**config.mk**
```make
export PLATFORM = sky130hd
export DESIGN_NAME = av_timestamp_corrector
export DESIGN_NICKNAME = d
export VERILOG_FILES = /design/src/avtc_pkg.sv /design/src/av_timestamp_corrector.sv /design/src/avtc_regs.sv /design/src/avtc_core.sv
export SDC_FILE = /design/constraint.sdc
export NUM_CORES = 1
export LEC_CHECK = 0
export ABC_CLOCK_PERIOD_IN_PS = 32800
export BUFFER_PORTS_ARGS = -buffer_cell sky130_fd_sc_hd__buf_4
export CAP_MARGIN = 30
export CELL_PAD_IN_SITES_DETAIL_PLACEMENT = 2
export CELL_PAD_IN_SITES_GLOBAL_PLACEMENT = 2
export CORE_MARGIN = 4
export CORE_UTILIZATION = 30
export DETAILED_ROUTE_END_ITERATION = 8
export PLACE_DENSITY = 0.63
export SETUP_SLACK_MARGIN = 0.02
export SKIP_CTS_REPAIR_TIMING = 1
export SLEW_MARGIN = 20
export SYNTH_ARGS = -nofsm -noshare
export SYNTH_HDL_FRONTEND = slang
export SYNTH_SLANG_ARGS = --single-unit
```
**constraint.sdc**
```tcl
create_clock -name clk -period 32.8 [get_ports clk]
set_clock_uncertainty 0.1 [all_clocks]
set_input_delay 1.64 -clock clk [delete_from_list [all_inputs] [get_ports clk]]
set_output_delay 1.64 -clock clk [all_outputs]
set_load 0.1 [all_outputs]
```
**src/avtc_pkg.sv**
```systemverilog
// Shared types and constants for the A/V timestamp corrector.
package avtc_pkg;

    localparam int unsigned TIME_W = 32;
    localparam int unsigned FIXED_W = 64;
    localparam int unsigned CFG_W = 16;

    localparam logic [1:0] KIND_VIDEO = 2'd1;
    localparam logic [1:0] KIND_AUDIO = 2'd2;

    localparam logic [1:0] REG_MAX_VIDEO_JUMP = 2'd0;
    localparam logic [1:0] REG_DEFAULT_VIDEO_STEP = 2'd1;
    localparam logic [1:0] REG_MAX_AUDIO_JUMP = 2'd2;
    localparam logic [1:0] REG_DEFAULT_AUDIO_STEP = 2'd3;

    localparam logic [CFG_W-1:0] RST_MAX_VIDEO_JUMP = 16'd100;
    localparam logic [CFG_W-1:0] RST_DEFAULT_VIDEO_STEP = 16'd40;
    localparam logic [CFG_W-1:0] RST_MAX_AUDIO_JUMP = 16'd100;
    localparam logic [CFG_W-1:0] RST_DEFAULT_AUDIO_STEP = 16'd20;

    typedef struct packed {
        logic [CFG_W-1:0] max_video_jump;
        logic [CFG_W-1:0] default_video_step;
        logic [CFG_W-1:0] max_audio_jump;
        logic [CFG_W-1:0] default_audio_step;
    } cfg_t;

endpackage

```
**src/av_timestamp_corrector.sv**
```systemverilog
// Top level of the A/V timestamp corrector: register port and packet datapath.
//
// Usage:
//   Input channel (in_valid/in_ready) carries one request per media packet:
//   packet_kind (0 other, 1 video, 2 audio, 3 other), is_codec_header and
//   raw_time in milliseconds. Output channel (out_valid/out_ready) returns
//   one fixed_time per request, in order: the low 32 bits of the corrected
//   timestamp, or 0 for headers and other packets.
//   The input register takes each request; the result register loads it from
//   there once the result register is empty or the receiver takes its value.
//   Throughput: one request per cycle while the receiver does not stall; the
//   timeline state is read and written back between the input and result registers.
//   While the receiver stalls, the result register holds its value and the
//   input register takes one more request, after which in_ready drops.
//   Reset clears both timelines, the audio-since-video count and the
//   handshake state, and loads the default jump and step registers.
//   The APB port (registers at 0x0, 0x4, 0x8, 0xC, 16 bits each) must be written
//   only while no request is in flight; the block itself does not enforce this.
module av_timestamp_corrector
    import avtc_pkg::*;
(
    input  logic              clk,
    input  logic              rst_n,
    input  logic              psel,
    input  logic              penable,
    input  logic              pwrite,
    input  logic [3:0]        paddr,
    input  logic [31:0]       pwdata,
    output logic [31:0]       prdata,
    output logic              pready,
    input  logic              in_valid,
    output logic              in_ready,
    input  logic [1:0]        packet_kind,
    input  logic              is_codec_header,
    input  logic [TIME_W-1:0] raw_time,
    output logic              out_valid,
    input  logic              out_ready,
    output logic [TIME_W-1:0] fixed_time
);

    cfg_t cfg;

    avtc_regs u_regs (
        .clk     (clk),
        .rst_n   (rst_n),
        .psel    (psel),
        .penable (penable),
        .pwrite  (pwrite),
        .paddr   (paddr),
        .pwdata  (pwdata),
        .prdata  (prdata),
        .pready  (pready),
        .cfg     (cfg)
    );

    avtc_core u_core (
        .clk             (clk),
        .rst_n           (rst_n),
        .cfg             (cfg),
        .in_valid        (in_valid),
        .in_ready        (in_ready),
        .packet_kind     (packet_kind),
        .is_codec_header (is_codec_header),
        .raw_time        (raw_time),
        .out_valid       (out_valid),
        .out_ready       (out_ready),
        .fixed_time      (fixed_time)
    );

endmodule

```
**src/avtc_regs.sv**
```systemverilog
// APB configuration registers of the A/V timestamp corrector.
module avtc_regs
    import avtc_pkg::*;
(
    input  logic        clk,
    input  logic        rst_n,
    input  logic        psel,
    input  logic        penable,
    input  logic        pwrite,
    input  logic [3:0]  paddr,
    input  logic [31:0] pwdata,
    output logic [31:0] prdata,
    output logic        pready,
    output cfg_t        cfg
);

    cfg_t       cfg_reg;
    logic [1:0] reg_idx;
    logic       wr_en;

    assign reg_idx = paddr[3:2];
    assign wr_en = psel && penable && pwrite;
    assign pready = 1'b1;
    assign cfg = cfg_reg;

    always_ff @(posedge clk or negedge rst_n)
    begin
        if (!rst_n)
        begin
            cfg_reg.max_video_jump <= RST_MAX_VIDEO_JUMP;
            cfg_reg.default_video_step <= RST_DEFAULT_VIDEO_STEP;
            cfg_reg.max_audio_jump <= RST_MAX_AUDIO_JUMP;
            cfg_reg.default_audio_step <= RST_DEFAULT_AUDIO_STEP;
        end
        else if (wr_en)
        begin
            case (reg_idx)
                REG_MAX_VIDEO_JUMP:     cfg_reg.max_video_jump <= pwdata[CFG_W-1:0];
                REG_DEFAULT_VIDEO_STEP: cfg_reg.default_video_step <= pwdata[CFG_W-1:0];
                REG_MAX_AUDIO_JUMP:     cfg_reg.max_audio_jump <= pwdata[CFG_W-1:0];
                REG_DEFAULT_AUDIO_STEP: cfg_reg.default_audio_step <= pwdata[CFG_W-1:0];
                default: ;
            endcase
        end
    end

    always_comb
    begin
        case (reg_idx)
            REG_MAX_VIDEO_JUMP:     prdata = {16'd0, cfg_reg.max_video_jump};
            REG_DEFAULT_VIDEO_STEP: prdata = {16'd0, cfg_reg.default_video_step};
            REG_MAX_AUDIO_JUMP:     prdata = {16'd0, cfg_reg.max_audio_jump};
            REG_DEFAULT_AUDIO_STEP: prdata = {16'd0, cfg_reg.default_audio_step};
            default:                prdata = 32'd0;
        endcase
    end

endmodule

```
**src/avtc_core.sv**
```systemverilog
// Packet input register, timeline state, step logic and result register.
module avtc_core
    import avtc_pkg::*;
(
    input  logic              clk,
    input  logic              rst_n,
    input  cfg_t              cfg,
    input  logic              in_valid,
    output logic              in_ready,
    input  logic [1:0]        packet_kind,
    input  logic              is_codec_header,
    input  logic [TIME_W-1:0] raw_time,
    output logic              out_valid,
    input  logic              out_ready,
    output logic [TIME_W-1:0] fixed_time
);

    // -bound < d < bound; a bound of zero rejects every step
    function automatic logic step_ok(input logic signed [TIME_W:0] d,
                                     input logic [CFG_W-1:0] b);
        logic signed [TIME_W+1:0] dx;
        logic signed [TIME_W+1:0] bx;
        dx = {d[TIME_W], d};
        bx = {{(TIME_W+2-CFG_W){1'b0}}, b};
        return (dx < bx) && (dx > -bx);
    endfunction

    // input register
    logic              in_valid_reg;
    logic [1:0]        kind_reg;
    logic              hdr_reg;
    logic [TIME_W-1:0] time_reg;

    // timeline state
    logic               video_seen_reg, audio_seen_reg;
    logic [TIME_W-1:0]  video_last_reg, audio_last_reg;
    logic [FIXED_W-1:0] video_fixed_reg, audio_fixed_reg;
    logic [1:0]         since_video_reg;

    // result register
    logic              out_valid_reg;
    logic [TIME_W-1:0] fixed_time_reg;

    logic               advance;
    logic               is_video, is_audio;
    logic signed [TIME_W:0] dv, da, d_raw, d_use;
    logic [FIXED_W-1:0] base_fixed, stepped, result_fixed;
    logic [CFG_W-1:0]   bound, dflt;
    logic               vid_first, vid_sync, aud_by_audio, aud_start;
    logic [FIXED_W:0]   sum;
    logic [1:0]         since_video_next;

    assign advance = in_valid_reg && (!out_valid_reg || out_ready);
    assign in_ready = !in_valid_reg || advance;
    assign out_valid = out_valid_reg;
    assign fixed_time = fixed_time_reg;

    assign is_video = !hdr_reg && (kind_reg == KIND_VIDEO);
    assign is_audio = !hdr_reg && (kind_reg == KIND_AUDIO);

    assign dv = $signed({1'b0, time_reg}) - $signed({1'b0, video_last_reg});
    assign da = $signed({1'b0, time_reg}) - $signed({1'b0, audio_last_reg});

    assign vid_first = !video_seen_reg;
    // sync check uses t - audio_last; the range test is symmetric, so audio_last - t gives the same result
    assign vid_sync = vid_first && audio_seen_reg && !step_ok(da, cfg.max_video_jump);
    assign aud_by_audio = (since_video_reg != 2'd0);
    assign aud_start = aud_by_audio ? !audio_seen_reg : !video_seen_reg;
    assign since_video_next = (since_video_reg == 2'd0) ? 2'd1 : 2'd2;

    always_comb
    begin
        if (is_audio && aud_by_audio)
        begin
            d_raw = da;
            base_fixed = audio_fixed_reg;
            bound = cfg.max_audio_jump;
            dflt = cfg.default_audio_step;
        end
        else if (is_audio)
        begin
            d_raw = dv;
            base_fixed = video_fixed_reg;
            bound = cfg.max_video_jump;
            dflt = cfg.default_video_step;
        end
        else
        begin
            bound = cfg.max_video_jump;
            dflt = cfg.default_video_step;
            if (!vid_first)
            begin
                d_raw = dv;
                base_fixed = video_fixed_reg;
            end
            else if (vid_sync)
            begin
                d_raw = da;
                base_fixed = audio_fixed_reg;
            end
            else
            begin
                d_raw = '0;
                base_fixed = {{(FIXED_W-TIME_W){1'b0}}, time_reg};
            end
        end

        d_use = step_ok(d_raw, bound) ? d_raw
                                      : $signed({{(TIME_W+1-CFG_W){1'b0}}, dflt});
        sum = {1'b0, base_fixed} + {{(FIXED_W-TIME_W){d_use[TIME_W]}}, d_use};
        stepped = sum[FIXED_W] ? '0 : sum[FIXED_W-1:0];
        result_fixed = (is_audio && aud_start) ? {{(FIXED_W-TIME_W){1'b0}}, time_reg}
                                               : stepped;
    end

    always_ff @(posedge clk or negedge rst_n)
    begin
        if (!rst_n)
        begin
            in_valid_reg <= 1'b0;
        end
        else if (in_ready)
        begin
            in_valid_reg <= in_valid;
        end
    end

    always_ff @(posedge clk)
    begin
        if (in_valid && in_ready)
        begin
            kind_reg <= packet_kind;
            hdr_reg <= is_codec_header;
            time_reg <= raw_time;
        end
    end

    always_ff @(posedge clk or negedge rst_n)
    begin
        if (!rst_n)
        begin
            video_seen_reg <= 1'b0;
            audio_seen_reg <= 1'b0;
            video_last_reg <= '0;
            audio_last_reg <= '0;
            video_fixed_reg <= '0;
            audio_fixed_reg <= '0;
            since_video_reg <= 2'd0;
        end
        else if (advance && is_video)
        begin
            video_seen_reg <= 1'b1;
            video_last_reg <= time_reg;
            video_fixed_reg <= result_fixed;
            since_video_reg <= 2'd0;
        end
        else if (advance && is_audio)
        begin
            audio_seen_reg <= 1'b1;
            audio_last_reg <= time_reg;
            audio_fixed_reg <= result_fixed;
            since_video_reg <= since_video_next;
        end
    end

    always_ff @(posedge clk or negedge rst_n)
    begin
        if (!rst_n)
        begin
            out_valid_reg <= 1'b0;
        end
        else if (advance)
        begin
            out_valid_reg <= 1'b1;
        end
        else if (out_ready)
        begin
            out_valid_reg <= 1'b0;
        end
    end

    always_ff @(posedge clk)
    begin
        if (advance)
        begin
            fixed_time_reg <= (is_video || is_audio) ? result_fixed[TIME_W-1:0] : '0;
        end
    end

    a_since_video_sat: assert property (@(posedge clk) disable iff (!rst_n)
        since_video_reg != 2'd3)
        else $error("audio-since-video count beyond saturation");

    a_video_clears_count: assert property (@(posedge clk) disable iff (!rst_n)
        (advance && is_video) |=> (since_video_reg == 2'd0) && video_seen_reg)
        else $error("video request did not restart audio count");

    a_passive_holds_state: assert property (@(posedge clk) disable iff (!rst_n)
        (advance && !is_video && !is_audio) |=>
            $stable(video_fixed_reg) && $stable(audio_fixed_reg) && $stable(since_video_reg))
        else $error("header or other request changed timeline state");

    a_passive_zero: assert property (@(posedge clk) disable iff (!rst_n)
        (advance && !is_video && !is_audio) |=> out_valid_reg && (fixed_time_reg == '0))
        else $error("header or other request gave nonzero result");

    a_held_request: assert property (@(posedge clk) disable iff (!rst_n)
        (in_valid_reg && !advance) |=> in_valid_reg && $stable(time_reg))
        else $error("stalled request lost from input register");

endmodule
```
Word-level counts from Yosys, hierarchy flattened --
Index checks and enable logic that the tools add are counted.
Storage, ports and cells: word-level logic and storage cells 85, input bits 78, output and inout bits 67, register bits after elaboration 329
Operators by class: equality and inequality tests 5, $lt $le $gt $ge 4, bitwise logic cells 1, muxes and demuxes 20, reduce and logical (&&, ||, !) cells 33, add/sub/neg operators 5
Operators with widths (number):
- 64-bit two-way mux | 6
- 33-bit two-way mux | 5
- 32-bit one-hot mux with 4 select lines | 1
- 33-bit by 34-bit > comparator with 1-bit output | 2
- 16-bit negation with 34-bit output | 2
- 33-bit by 17-bit less-than comparator with 1-bit output | 2
- 32-bit by 32-bit subtractor with 33-bit output | 2
- 64-bit by 65-bit adder with 65-bit output | 1
- 16-bit two-way mux | 2
- 1-bit logical AND | 14
- 2-bit AND reduction | 5
- 2-bit equality test, second input constant | 3
- 1-bit logical NOT | 6
- 2-bit two-way mux | 3
- 2-bit nonzero test | 3
- 2-bit by 1-bit equality test with 1-bit output, second input constant | 2
- 2-bit logical NOT | 2
- 1-bit logical OR | 3
- 1-bit two-way mux | 3
- 1-bit NOT | 1

Logic depth before layout (Yosys ltp) --
Gate-level depths: netlist of run 1.
word-level depth 15, mapped depth 54, mapped depth without buffers 50

Hierarchy --
From an unflattened synthesis of run 1, not the netlist that was laid out.
Unflattened totals: cells, all modules 2806, area total of the unflattened synthesis 24999.0 um^2
Modules (own cells, without submodules):
- avtc_core | sequential area each 6966.7 um^2, cells each 2626, times used 1, area an instance 21981.1 um^2
- avtc_regs | sequential area each 1614.0 um^2, cells each 180, times used 1, area an instance 3017.9 um^2

Worst setup path after synthesis of run 1 --
OpenSTA, ideal clock, no wires.
path type reg2reg, start point reg u_core.time_reg[17], end point reg u_core.audio_fixed_reg[40], cell stages (with the launch flop) 51, arrival time 11369 ps, buffers on the path 4, path slack 21211 ps, library setup time 120 ps, clock period less this slack 11589 ps, required time 32580 ps, cell sequence edfxtp_1 > ha_1 > clkbuf_1 > nand4_1 > nor4_1 > nand2_1 > a21o_1 > a31oi_1 > mux2_2 > or2_2 > ha_1 > o21a_1 > o211ai_1 > o22ai_1 > o32a_1 > or2_2 > a221o_1 > o32ai_2 > [15 not listed] > nor3b_1 > nand4_1 > o41a_1 > buf_2 > mux2_1 > fa_1 > nand3_1 > a21oi_1 > o221a_2 > or4_1 > a31o_2 > a221o_1 > a21oi_1 > o211ai_1 > a31oi_1 > o21bai_1 > xor2_1 > a31o_2
On the way: word-level cells in the longest chain between the ends 15, elaborated cells between the ends (all ways) 22, those cells by class add/sub: 3; order compare: 4; mux: 11; reduce/logical: 4
RTL lines:
- from (decl) | RTL line avtc_core.sv:32 | logic [TIME_W-1:0] time_reg;
- from (signal assigned) | RTL line avtc_core.sv:134 | time_reg <= raw_time;
- 32-bit by 32-bit subtractor with 33-bit output | RTL line avtc_core.sv:62 | assign da = $signed({1'b0, time_reg}) - $signed({1'b0, audio_last_reg});
- 33-bit by 34-bit > comparator with 1-bit output or 33-bit by 17-bit less-than comparator with 1-bit output (tied branches) | RTL line avtc_core.sv:25 | return (dx < bx) && (dx > -bx);
- 1-bit logical AND | RTL line avtc_core.sv:25
- 1-bit logical NOT | RTL line avtc_core.sv:66 | assign vid_sync = vid_first && audio_seen_reg && !step_ok(da, cfg.max_video_jump);
- 1-bit logical AND | RTL line avtc_core.sv:66
- 33-bit two-way mux | RTL line avtc_core.sv:96 | else if (vid_sync)
- 33-bit two-way mux | RTL line avtc_core.sv:91 | if (!vid_first)
- 33-bit two-way mux | RTL line avtc_core.sv:80 | else if (is_audio)
- 33-bit two-way mux | RTL line avtc_core.sv:73 | if (is_audio && aud_by_audio)
- 33-bit by 34-bit > comparator with 1-bit output or 33-bit by 17-bit less-than comparator with 1-bit output (tied branches) | RTL line avtc_core.sv:25
- 1-bit logical AND | RTL line avtc_core.sv:25
- 33-bit two-way mux | RTL line avtc_core.sv:108 | d_use = step_ok(d_raw, bound) ? d_raw
- 64-bit by 65-bit adder with 65-bit output * | RTL line avtc_core.sv:110 | sum = {1'b0, base_fixed} + {{(FIXED_W-TIME_W){d_use[TIME_W]}}, d_use};
- 64-bit two-way mux * | RTL line avtc_core.sv:111 | stepped = sum[FIXED_W] ? '0 : sum[FIXED_W-1:0];
- 64-bit two-way mux * | RTL line avtc_core.sv:112 | result_fixed = (is_audio && aud_start) ? {{(FIXED_W-TIME_W){1'b0}}, time_reg}
- to (signal assigned) | RTL line avtc_core.sv:161 | audio_fixed_reg <= result_fixed;
- to (decl) | RTL line avtc_core.sv:37 | logic [FIXED_W-1:0] video_fixed_reg, audio_fixed_reg;
Every way passes the cells marked *; elsewhere a longest branch is shown, timed or not. A chain may end at the register's enable or synchronous reset.

Final worst setup path of run 1 --
start point reg u_core.time_reg[0], end point reg u_core.fixed_time_reg[14] (netlist: u_core.fixed_time[14]), data pin
On the way: word-level cells in the longest chain between the ends 15, elaborated cells between the ends (all ways) 22, those cells by class add/sub: 3; order compare: 4; mux: 11; reduce/logical: 4
RTL lines:
- 32-bit by 32-bit subtractor with 33-bit output | RTL line avtc_core.sv:62
- 33-bit by 34-bit > comparator with 1-bit output or 33-bit by 17-bit less-than comparator with 1-bit output (tied branches) | RTL line avtc_core.sv:25
- 1-bit logical AND | RTL line avtc_core.sv:25
- 1-bit logical NOT | RTL line avtc_core.sv:66
- 1-bit logical AND | RTL line avtc_core.sv:66
- 33-bit two-way mux | RTL line avtc_core.sv:96
- 33-bit two-way mux | RTL line avtc_core.sv:91
- 33-bit two-way mux | RTL line avtc_core.sv:80
- 33-bit two-way mux | RTL line avtc_core.sv:73
- 33-bit by 34-bit > comparator with 1-bit output or 33-bit by 17-bit less-than comparator with 1-bit output (tied branches) | RTL line avtc_core.sv:25
- 1-bit logical AND | RTL line avtc_core.sv:25
- 33-bit two-way mux | RTL line avtc_core.sv:108
- 64-bit by 65-bit adder with 65-bit output * | RTL line avtc_core.sv:110
- 64-bit two-way mux * | RTL line avtc_core.sv:111
- 64-bit two-way mux * | RTL line avtc_core.sv:112
- to (signal assigned) | RTL line avtc_core.sv:186 | fixed_time_reg <= (is_video || is_audio) ? result_fixed[TIME_W-1:0] : '0;
- to (decl) | RTL line avtc_core.sv:42 | logic [TIME_W-1:0] fixed_time_reg;
Marks and branches as above.

==> metrics, run 1 <==
status completed; crit-path max FO 43; row count approximately 110; CTS root buffer clkbuf_16; max-slew violations 0; DR pass1 iterations 5; CP Launch Type flop; clock period minus worst slack between 15 and 20 ns; drt first-iter violations about 1000; Ports between 100 and 150; async set-or-reset flop fraction in the synthesized netlist 79.64%; Mapped Avg Cell Area ~8.9 sq um; post-route setup TNS 0 ns; Sequential Power Share between 20% and 30%; initial antenna violation count 5; power density over the cells between 90 and 100 nW/um^2; Worst-Skew Late Latency 0.60 ns; Hold/Removal Path Class flop to flop; Synth top cells by count 343 x nand2_1, 252 x dfrtp_1, 230 x ha_1; RSZ-0062 raised after global routing no; DR WL/cell 23.97 microns; Sw Pwr roughly 1.2 mW; Total Routed Length roughly 95 mm; Die H 295.3 microns; Unique masters post-synth 87; Layout area overhead 14.88%; critical hold path startpoint u_core.video_fixed_reg[46]; clock share of power 19.9%; die area 87220 sq um; Initial Utilization between 30% and 40%; path depth of the worst reg2reg path 52; GRT overflow 0; die width just under 300 microns; slowest CP cell a311oi_1; clk slew on worst S/H paths around 0.06 ns; maximum vdd drop around 0.042 mV; CP most frequent cell o21ai_1; Final nets around 3200; CTS Buf Count 45; Max Clk Rate about 0.06 GHz; worst-margin pin slew 1.054 ns; first-pass GRT wire length about 150 mm; design area about 28000 sq um; number of synthesized flops with an enable pin 67; Sw Ratio between 40% and 50%; static leakage 12.81 nW; Arr. time, crit path about 17 ns; reg2reg setup slack approximately 16 ns; core footprint between 80000 and 90000 sq um; Hold Path Depth 2; count of endpoints failing setup in the final report 0; Comb power frac 56.6%; RR Endpoint u_core.fixed_time[14]; top cells by area, synth dfrtp_1 25%, ha_1 12%, edfxtp_1 8.1%, nand2_1 5.2%, a21oi_1 4.1%; top cell type's share of synthesized area 25.46%; DRC viols 0; synthesized area between 20000 and 25000 sq um; internal power around 1.4 mW; cells after synthesis about 2800; most numerous cell in the Yosys netlist nand2_1; Post-synth top flop dfrtp_1; Hold EP u_core.video_fixed_reg[46]; final core utilization between 30% and 40%; Port Buffer Count around 110; Synth area leader dfrtp_1; pin count of the biggest net entering global routing roughly 140; max_cap viols 0; worst path required time roughly 33 ns; clock tree buffer depth 3; CTS sink cnt 329; post-DP HPWL between 70 and 80 mm; endpoint class of the critical path flop; final antenna-violating net count 0; overall routing resource usage 21.50%; crit-path max cell delay 0.84 ns; register bit total from synthesis 329; synthesis warning total 0; WS Path Type flop to flop; layout cell share with drive strength beyond 1 13.06%; GP Congestion 0.8657; Final Hold Fails 0; max_slew headroom between 20% and 30%; via count 22070; Seq/Total Area, Yosys roughly 35%; H-tree Lvls 2; Ant. Diodes 0; vias per cell between 5 and 6; CTS tree done; vias in the first global route about 24000; area post-placement ~27000 sq um; # fillers slightly above 9000; worst r2r src u_core.time_reg[0]; final period utilization between 50% and 60%
-- metal layers --
metal | global-route usage, % | vias up | part of all wire (%) | wire (microns)
li1 | - | 10300 | - | -
met2 | 37.89 | 330 | 48 | 46080
met4 | 5.697 | 0 | 2.6 | 2443
met5 | 0 | - | 0 | 0
met3 | 2.344 | 100 | 2.9 | 2764
met1 | 28.10 | 11340 | 46 | 43750
-- worst max-delay path by stage --
stage | start | end | slack (ns) | cells past startpoint
5_1_grt | u_core.time_reg[23] | u_core.fixed_time[14] | 15.37 | 49
3_3_place_gp | u_core.time_reg[0] | u_core.fixed_time[14] | 16.66 | 51
4_1_cts | u_core.time_reg[0] | u_core.fixed_time[14] | 16.19 | 52
6_report | u_core.time_reg[0] | u_core.fixed_time[14] | 16.21 | 52
2_1_floorplan | u_core.time_reg[17] | u_core.audio_fixed_reg[40] | 21.21 | 50
3_5_place_dp | u_core.time_reg[0] | u_core.fixed_time[14] | 16.28 | 52
-- final cells by class --
type	count	area, sq um	area share, %
Inverter	157	589.3	2.071
Clock inverter	27	340.3	1.196
Sequential cell	329	8581	30.16
Clock buffer	57	1242	4.367
Timing Repair Buffer	157	1270	4.463
Multi-Input combinational cell	2168	15090	53.04
Tap cell	1070	1339	4.705
-- power by group through the flow --
stage                     clock network (mW)  logic (mW)  registers, mW
after floorplan                            0        1.01          0.649
after global placement                     0        1.43          0.611
after detailed placement                   0        1.49          0.622
after CTS                              0.544        1.50          0.616
after global routing                   0.560        1.65          0.631
final                                  0.524        1.49          0.615
-- placed cells by master, fill, tap and decap left out, types with 45 or more instances in the layout --
cell type | Yosys | layout
a21oi_1 | 201 | 201
nor2_1 | 148 | 147
mux2_2 | 71 | 71
buf_4 | 17 | 149
o21ai_0 | 198 | 198
edfxtp_1 | 67 | 67
nand2_1 | 343 | 342
a31oi_1 | 45 | 45
clkbuf_16 | 0 | 46
a21o_1 | 81 | 81
inv_1 | 153 | 152
ha_1 | 230 | 230
dfrtp_1 | 252 | 252
xnor2_1 | 80 | 80
a22o_1 | 50 | 50
-- stage by stage --
| stage | setup WS, ns | cells | total power [mW] | hold slack (ns) |
|---|---|---|---|---|
| 6_report | 16.21 | 3965 | 2.628 | 0.3818 |
| 5_1_grt | 15.37 | 3965 | 2.844 | 0.4034 |
| 4_1_cts | 16.19 | 3963 | 2.658 | 0.3839 |
| 3_5_place_dp | 16.28 | 3879 | 2.108 | 0.3711 |
| 3_3_place_gp | 16.66 | 3875 | 2.044 | 0.3598 |
| 2_1_floorplan | 21.21 | 2802 | 1.657 | 0.3402 |
-- critical path: cells and delay by family (launching register included) --
family / cells / cell delay [ns]
AOI/OAI and AO/OA: 23 / 7.49
adders and majority gates: 5 / 1.70
buffers and inverters: 6 / 1.83
DFF: 1 / 0.39
muxes: 2 / 1.12
and+or+nand+nor: 16 / 3.68
-- logic make-up (layout without fill, tap and decap cells) --
group / count (synthesis) / after routing / synth area share (%)
AOI/OAI and AO/OA: 879 / 879 / 22.90
xor gates and xnor gates: 121 / 121 / 4.279
adders and majority gates: 233 / 233 / 11.86
buffers and inverters: 305 / 398 / 4.945
DFF: 329 / 329 / 34.64
muxes: 127 / 127 / 6.380
other: 2 / 17 / 0.03032
and+or+nand+nor: 791 / 791 / 14.96
No activity file was read; power rests on OpenSTA's default activity.
==> run 2: changes to the inputs <==
ABC_CLOCK_PERIOD_IN_PS = 16400   (was 32800)
clock period = 16.4 ns   (was 32.8 ns; I/O delays follow)
==> run 2 against run 1 <==
Against the previous run:
- hold slack got worse by 0.28 ns
- first-iteration DRC count fell by 7.0%
- largest cell class unchanged
- final area fell by 0.13%
- critical path depth fell by 1
- largest power group unchanged
- sequential share of layout area barely moved
- highest routed layer unchanged
==> metrics, run 2 (synthesis results as in run 1) <==
status completed; reg2reg setup slack 1.40 ns (-14.81 ns); via count 22160 (+0.38%); Port Buffer Count 109 (unchanged); GRT met3 Usage 2.419% (+0.075 points); maximum vdd drop 0.06597 mV (+58%); Total Routed Length 96.30 mm (+1.3%); crit-path leading delay family compound AO/OA/AOI/OAI gates; worst path required time 16.80 ns (-16.24 ns); row count 105 (unchanged); CTS tree done; RSZ-0062 raised after global routing no; Final nets 3177 (+0.25%); initial antenna violation count 5 (unchanged); Hold/Removal Path Class primary input to asynchronous set/reset pin; worst-margin pin slew 0.9750 ns (-0.07920 ns); DRC viols 0 (unchanged); pin count of the biggest net entering global routing 92 (-35%); Ports 145 (unchanged); CP Launch Type flop; final period utilization 91.45% (+41 points); met2 usage 37.97% (+0.074 points); final antenna-violating net count 0 (unchanged); H-tree Lvls 2 (unchanged); max_slew headroom 34.40% (+5.2 points); power density over the cells 183.4 nW/um^2 (+99%); DR WL/cell 24.24 microns (+1.1%); count of endpoints failing setup in the final report 0 (unchanged); drt first-iter violations 911 (-7.0%); first-pass GRT wire length 147.6 mm (+1.2%); die width 295.3 microns (unchanged); WS Path Type flop to flop; worst r2r src u_core.time_reg[0]; clk slew on worst S/H paths 0.06 ns (about the same); commonest non-fill, non-tap cell in the layout nand2_1; Worst-Skew Late Latency 0.60 ns (about the same); CP most frequent cell o21ai_1; CTS sink cnt 329 (unchanged); GRT busiest layer met2; post-route setup TNS 0 ns (unchanged); Die H 295.3 microns (unchanged); post-DP HPWL 72.80 mm (+1.4%); slowest CP cell o22ai_1; GP Congestion 0.8658 (about the same); crit-path max FO 27 (-37%); layout cell share with drive strength beyond 1 13.09% (+0.037 points); CTS Buf Count 45 (unchanged); vias in the first global route 24620 (+1.1%); crit-path max cell delay 0.70 ns (-0.14 ns); max-slew violations 0 (unchanged); dpl ws 1.557 ns (-14.73 ns); vias per cell 5.579 (+0.20%); endpoint class of the critical path flop; overall power 5.211 mW (+98%); GRT overflow 0 (unchanged); clock period minus worst slack 15.00 ns (-1.588 ns); max_cap viols 0 (unchanged); Buf+Inv Stages, Crit Path 6 (unchanged); Layout area overhead 14.73%; Initial Utilization 30.21% (unchanged); clock tree buffer depth 3 (unchanged); setup ws final 1.402 ns (-14.81 ns); Max Clk Rate 0.06668 GHz (+11%); Final Hold Fails 0 (unchanged); Ant. Diodes 0 (unchanged); static leakage 12.82 nW (about the same); commonest cells after routing, fill and taps aside 342 x nand2_1, 252 x dfrtp_1, 230 x ha_1; met1 Usage GRT 28.50% (+0.41 points); Arr. time, crit path 15.40 ns (-1.43 ns); Crit. Startpoint u_core.time_reg[0]; die area 87220 sq um (unchanged); core footprint 81980 sq um (unchanged); CTS root buffer clkbuf_16; DR pass1 iterations 5 (unchanged); overall routing resource usage 21.80% (+0.31 points)
-- run 2: cell type report --
class,instances,area [sq um]
clock inverter,23,207.7
tap,1070,1339
sequential,329,8581
multi-input combinational,2168,15090
timing repair buffer,165,1355
clock buffer,60,1252
inverter,157,589.3
fill,9173,53560
-- run 2: metrics by stage --
stage | hold slack, ns | instance area [sq um] | utilization (%) | cells
5_1_grt | 0.1193 | 28420 | 34.66 | 3972
6_report | 0.1039 | 28420 | 34.66 | 3972
3_5_place_dp | 0.3705 | 26850 | 32.76 | 3885
3_3_place_gp | 0.3605 | 26810 | 32.70 | 3882
4_1_cts | 0.09693 | 28310 | 34.54 | 3968
2_1_floorplan | 0.3402 | 24830 | - | 2802
-- run 2: power by group --
| group | leakage, nW | internal, mW | total (mW) | switching [mW] |
|---|---|---|---|---|
| combinational | 8.19 | 1.07 | 3.00 | 1.93 |
| clock | 0.717 | 0.570 | 0.977 | 0.407 |
| sequential | 3.91 | 1.09 | 1.23 | 0.145 |
-- run 2: worst paths after layout --
| path | end | depth (start not counted) |
|---|---|---|
| min in group clk | u_core.time_reg[27] | 1 |
| setup reg to reg | u_core.audio_fixed_reg[48] | 51 |
| setup / recovery | u_core.audio_fixed_reg[48] | 51 |
| max in group asynchronous | u_core.video_last_reg[0] | 5 |
| hold reg to reg | u_core.video_fixed_reg[51] | 2 |
| hold / removal | u_core.audio_last_reg[23] | 1 |
-- run 2: metal layers --
metal,up-vias,share of wire [%],wire [microns]
li1,10310,-,-
met1,11400,46,44370
met2,315,48,46080
met3,128,2.9,2813
met4,0,3.2,3040
met5,-,0,0
==> run 3: changes to the inputs <==
GPL_ROUTABILITY_DRIVEN = 0   (was unset)
MAX_ROUTING_LAYER = met4   (was unset)
==> run 3 against run 2 <==
Against the previous run:
- fmax is 0.93% lower
- final cell count hardly changed
- hold slack got worse by 0.023 ns
- largest cell class unchanged
- critical path depth down 2
- count of clock-buffer cells in the layout is 3 higher
- worst setup slack worse by 0.14 ns
==> metrics, run 3 (synthesis results as in run 1) <==
Layout area overhead 14.69% (about the same); CTS root buffer clkbuf_16; commonest non-fill, non-tap cell in the layout nand2_1; vias per cell 5.556 (-0.40%); H-tree Lvls 2 (unchanged); clock share of power 19.1% (+0.4 points); worst path required time 16.70 ns (-0.10 ns); CP Launch Type flop; CTS Buf Count 44 (-2.2%); post-route setup TNS 0 ns (unchanged); crit-path max cell delay 0.75 ns (+0.05 ns); Final Hold Fails 0 (unchanged); Final nets 3174 (-0.094%); post-DP HPWL 72.97 mm (+0.23%); max_cap viols 0 (unchanged); design area 28410 sq um (about the same); Port Buffer Count 109 (unchanged); endpoint class of the critical path flop; first-pass GRT wire length 146.3 mm (-0.89%); max-slew violations 0 (unchanged); RSZ-0062 raised after global routing no; clk slew on worst S/H paths 0.06 ns (about the same); Register Area 8581 sq um (unchanged); Worst-Skew Late Latency 0.61 ns (about the same); Sw Pwr 2.480 mW (about the same); DRC viols 0 (unchanged); Final Non-Filler Cells 3971 (-0.025%); row count 105 (unchanged); final antenna-violating net count 0 (unchanged); maximum vdd drop 0.07008 mV (+6.2%); status completed; Ports 145 (unchanged); Comb power frac 57.3% (-0.3 points); power density over the cells 184.1 nW/um^2 (+0.37%); Max Clk Rate 0.06605 GHz (-0.93%); count of endpoints failing setup in the final report 0 (unchanged); CTS tree done; GRT overflow 0 (unchanged); commonest cells after routing, fill and taps aside 342 x nand2_1, 252 x dfrtp_1, 230 x ha_1; worst-margin pin slew 0.8847 ns (-0.09031 ns); Die H 295.3 microns (unchanged); internal power 2.749 mW (+0.69%); vias in the first global route 24390 (-0.92%); Hold/Removal Path Class primary input to asynchronous set/reset pin; Total Routed Length 95.36 mm (-0.98%); final period utilization 92.31% (+0.86 points); pin count of the biggest net entering global routing 90 (-2.2%); Sw Ratio 47.43% (-0.18 points); area post-placement 26850 sq um (about the same); CTS sink cnt 329 (unchanged); Initial Utilization 30.21% (unchanged); static leakage 12.80 nW (about the same); slowest CP cell a311oi_1; max_slew headroom 41.02% (+6.6 points); die width 295.3 microns (unchanged); via count 22060 (-0.42%); clock tree buffer depth 3 (unchanged); drt first-iter violations 910 (-0.11%); DP Cell Count 3883 (-0.051%); DR pass1 iterations 5 (unchanged); overall routing resource usage 22.31% (+0.51 points); die area 87220 sq um (unchanged); Multi-input gate area 15090 sq um (unchanged); # fillers 9208 (+0.38%); clock period minus worst slack 15.14 ns (+0.1414 ns); Sequential Power Share 23.6% (about the same); initial antenna violation count 7 (+2); DR WL/cell 24.01 microns (-0.95%); crit-path max FO 40 (+48%); WS Path Type flop to flop; layout cell share with drive strength beyond 1 12.94% (-0.16 points); core footprint 81980 sq um (unchanged); Arr. time, crit path 15.43 ns (+0.03 ns)
==> run 3: layout make-up <==
class / instances / area share [%]
Antenna cell: 2 / 0.01762
Clock buffer: 63 / 4.378
Clock inverter: 19 / 0.8148
Inverter: 157 / 2.074
Multi-Input combinational cell: 2168 / 53.12
Sequential cell: 329 / 30.20
Tap cell: 1070 / 4.713
Timing Repair Buffer: 163 / 4.673
==> run 3: metrics by stage <==
stage | utilization (%) | power (mW) | hold slack, ns | setup WS (ns)
CTS | 34.55 | 5.278 | 0.09485 | 1.368
detailed placement | 32.75 | 4.230 | 0.3681 | 1.457
global route | 34.65 | 5.655 | 0.1186 | 0.4779
finish | 34.65 | 5.229 | 0.08080 | 1.261
floorplan | - | 3.314 | 0.3402 | 4.811
global placement | 32.64 | 4.092 | 0.3578 | 1.602
==> run 3: final timing paths <==
kind / from / endpoint / slack [ns] / depth (start not counted)
setup / recovery: u_core.time_reg[0] / u_core.fixed_time[18] / 1.26 / 49
hold / removal: rst_n / u_core.audio_last_reg[23] / 0.08 / 1
setup reg to reg: u_core.time_reg[0] / u_core.fixed_time[18] / 1.26 / 49
hold reg to reg: u_core.video_fixed_reg[47] / u_core.video_fixed_reg[47] / 0.38 / 2
max in group asynchronous: rst_n / u_core.video_fixed_reg[38] / 13.27 / 5
min in group clk: raw_time[12] / u_core.time_reg[12] / 0.29 / 1
==> run 3: power by group through the flow <==
stage,combinational [mW],clock (mW),sequential [mW]
2_1_floorplan,2.02,0,1.30
3_3_place_gp,2.86,0,1.23
3_5_place_dp,2.98,0,1.25
4_1_cts,3.01,1.04,1.24
5_1_grt,3.32,1.07,1.26
6_report,3.00,0.999,1.23
==> run 3: layer usage <==
layer	share of wire (%)	GRT usage [%]	up-vias
li1	-	-	10330
met1	46	28.19	11280
met2	49	38.05	331
met3	3.2	2.456	118
met4	2.6	6.123	0
met5	0	-	-
==> run 3: worst max-delay path: cells and delay by family, from the launching register on <==
family / cells / cell delay (ns)
buffers and inverters: 5 / 1.14
adder cells (fa/ha/maj): 5 / 1.70
flip-flops: 1 / 0.40
multiplexers: 2 / 0.58
AND/OR/NAND/NOR: 15 / 3.53
AO/OA/AOI/OAI: 22 / 7.42
